$ cat src/hdl/piecewise_linear_key_index_assert.svh
// Assertion macros shared by the key index modules.
`ifndef PIECEWISE_LINEAR_KEY_INDEX_ASSERT_SVH
`define PIECEWISE_LINEAR_KEY_INDEX_ASSERT_SVH

// Same-cycle implication, ignored while reset is high.
`define PLKI_ASSERT_NOW(label, clk, rst, ante, cons, msg) \
   label: assert property (@(posedge clk) disable iff (rst) (ante) |-> (cons)) \
      else $error(msg);

// Next-cycle implication, ignored while reset is high.
`define PLKI_ASSERT_NEXT(label, clk, rst, ante, cons, msg) \
   label: assert property (@(posedge clk) disable iff (rst) (ante) |=> (cons)) \
      else $error(msg);

`endif

$ cat src/hdl/plki_ram.sv
// Generic single-write, single-read RAM with registered read data.
module plki_ram #(
   parameter int WIDTH = 8,
   parameter int DEPTH = 16
) (
   input  logic                     clock,
   input  logic                     wr_en,
   input  logic [$clog2(DEPTH)-1:0] wr_addr,
   input  logic [WIDTH-1:0]         wr_data,
   input  logic [$clog2(DEPTH)-1:0] rd_addr,
   output logic [WIDTH-1:0]         rd_data
);

   logic [WIDTH-1:0] mem [DEPTH];
   logic [WIDTH-1:0] rd_data_ff;

   // Write port and registered read port.
   always_ff @(posedge clock) begin
      if (wr_en) begin
         mem[wr_addr] <= wr_data;
      end
      rd_data_ff <= mem[rd_addr];
   end

   assign rd_data = rd_data_ff;

endmodule

$ cat config.mk
export PLATFORM = sky130hd
export DESIGN_NAME = plki_ram
export DESIGN_NICKNAME = d
export VERILOG_FILES = /design/src/hdl/piecewise_linear_key_index_assert.svh /design/src/hdl/plki_ram.sv
export SDC_FILE = /design/constraint.sdc
export NUM_CORES = 1
export LEC_CHECK = 0
export BUFFER_PORTS_ARGS = -buffer_cell sky130_fd_sc_hd__buf_2
export CAP_MARGIN = 15
export CORE_MARGIN = 5
export CORE_UTILIZATION = 60
export CTS_CLUSTER_DIAMETER = 150
export CTS_CLUSTER_SIZE = 16
export DETAILED_ROUTE_END_ITERATION = 16
export GPL_TIMING_DRIVEN = 0
export PLACE_DENSITY = 0.89
export SYNTH_ARGS = -nofsm -noshare
export SYNTH_HDL_FRONTEND = slang
export SYNTH_SLANG_ARGS = --single-unit
$ cat constraint.sdc
create_clock -name clock -period 2.8 [get_ports clock]
set_input_delay 0.42 -clock clock [delete_from_list [all_inputs] [get_ports clock]]
set_output_delay 0.42 -clock clock [all_outputs]
set_load 0.02 [all_outputs]
==> reports/qor.txt <==
Layout cells sized above 1 -> 30.4%
Hold Crit Class -> primary input to flop
Avg Synthesized Cell Area -> 22.5 µm²
H-tree levels -> 4
Worst Hold Depth -> 1
Core ar. -> 8300 µm²
Max Cap Viol -> 0
RSZ-0062 raised after global routing -> false
Max Slew Vio Count -> 0
Tot Pwr -> 4.81 mW
DRT Pass-1 Iters -> 5
Die Ht -> 103 µm
Port Buffers -> 24
Fin. Hold Viols -> 0
Initial DRC count -> 286
Ports -> 26
Sequential Area -> 4000 µm²
Drt drc -> 0
Pwr dens -> 796 nW/µm²
Post-synth top flop -> edfxtp_1
Die area -> 10500 µm²
Met2 usage -> 33.5%
Fin cells -> 394
Period utilisation layout -> 57.4%
Vias -> 2527
Met3 Resource Use GR -> 5.21%
Static Leak -> 2.05 nW
GR peak layer -> met2
CTS resizes -> 0
CTS Hold Buffers Added -> 0
Register area share after synthesis -> 77.8%
Kind of critical path -> primary input to flop
Worst slew pin tran -> 834 ps
Synth Area in Adders -> 0%
Dpl cells -> 358
FF-to-FF path depth -> 3
Mapped cell area -> 5150 µm²
Post-synth net total -> 247
Num rows -> 33
Gr usage total -> 21.8%
Synth Area in Compound Gates -> 2.33%
Min Tclk post-route -> 1610 ps
Clk Latency, worst-skew pair -> 500 ps
Vias per Instance -> 6.41
FFs w/ async S/R, synth -> 0%
ANT cells -> 0
Status -> complete, no violations
NumNets Final -> 294
Finish-stage setup viols -> 0
Clock buffer depth -> 2
Starting Density -> 62.0%
Die Width -> 103 µm
Simple-gate share of the synthesized area -> 3.18%
Met1 usage -> 31.4%
Flops & latches, synth -> 136
Clock tree sinks -> 136
Clock tree root driver cell -> clkbuf_8
Commonest non-fill, non-tap cell in the layout -> edfxtp_1
Number of post-CTS setup repair buffers -> 0
Endpoint class of the critical path -> flop
TritonCTS buffer count -> 17
Max FO, Critical Path -> 6
Gpl congestion -> 0.744
P&R area growth vs syn -> 17.4%
Initial antenna violation count -> 0
R2r setup slk -> 1300 ps
Routed Antenna Nets -> 0
YS warnings -> 0
CP required -> 3000 ps
Remaining global-route overflow -> 0
Commonest non-fill, non-tap cells in the layout -> edfxtp_1, buf_2, mux4_2
Drt wl/cell -> 26.4 µm
TritonCTS clock tree -> built
Worst IR Drop VDD -> 0.000628 V
Largest net degree at the start of global routing -> 17
Vias in the first global route -> 2502
Setup TNS -> 0 ps
Fmax -> 622 MHz
Final wirelength -> 10.4 mm
Crit path DAT -> 1810 ps
Worst Skew -> 7.72 ps
Critical Path Start Type -> primary input
Layout fillers -> 441
Post-Synth XOR/XNOR Area -> 0%
Post-synthesis cell type count -> 19
Global-route wire length before repair -> 15.6 mm
Largest family of logic cells by synthesized area -> multiplexers
Post-synth EDFFs -> 128
Synth Instances -> 229
Slew headroom -> 44.2%
Clock transition at the registers of the reported paths -> 60 ps
Multi-input gate area -> 1060 µm²
Mux contribution to synthesized area -> 15.0%
Hpwl dp -> 6.24 mm
-- stage by stage --
step	hold WS (ps)	setup WS, ps	utilization (%)	instance area [µm²]
2_1_floorplan	519	887	-	5150
3_3_place_gp	656	383	65.1	5400
3_5_place_dp	685	340	65.1	5400
4_1_cts	300	866	72.5	6020
5_1_grt	305	1180	72.8	6040
6_report	320	1190	72.8	6040
-- cell usage after synthesis (all sizes together), types with 2 or more instances --
cell	instances	area share (%)
nor3	4	0.39
nand2b	2	0.24
clkdlybuf4s25	3	0.58
dfxtp	8	3.1
buf	7	1.1
edfxtp	128	75
nand2	9	0.66
nor2	13	0.95
mux4	32	15
nand3b	2	0.29
a22oi	16	2.3
-- layer usage --
layer  share of wire [%]  wire, µm
met4                 2.2       227
met1                  39      4060
met5                   0         0
met3                 8.4       879
met2                  50      5240
-- worst paths after layout --
path,from,endpoint
worst max-delay path,wr_addr[2],mem[0][0]$_DFFE_PP_
worst min-delay path,wr_data[5],mem[7][5]$_DFFE_PP_
worst max register to register,mem[5][0]$_DFFE_PP_,rd_data[0]$_DFF_P_
worst min register to register,mem[11][1]$_DFFE_PP_,rd_data[1]$_DFF_P_
-- report_power, final --
part	internal [mW]	switching [mW]
logic	0.0913	0.143
registers	2.28	0.0127
clock network	1.49	0.796
-- area by class of cell --
type,count,area share [%]
timing repair buffer,28,2.36
multi-input combinational,83,17.5
clock buffer,20,7.37
buffer,10,1.43
tap,105,2.17
clock inverter,12,2.88
sequential,136,66.3
-- logic make-up (layout without fill, tap and decap cells) --
group                  Yosys count  after routing
flip-flops                     136            136
AND/OR/NAND/NOR                 35             35
multiplexers                    32             32
AO/OA/AOI/OAI                   16             16
buffers and inverters           10             70
-- sequential cells by signal (all words and copies together) (netlist names) --
| register | cells |
|---|---|
| rd_data | 8 |
| mem | 128 |
-- critical path, stage by stage --
cell and delay (ps):
buf_2 110, or3b_2 540, nor3_1 440, buf_2 300
Power figures use the tool's default switching activity.
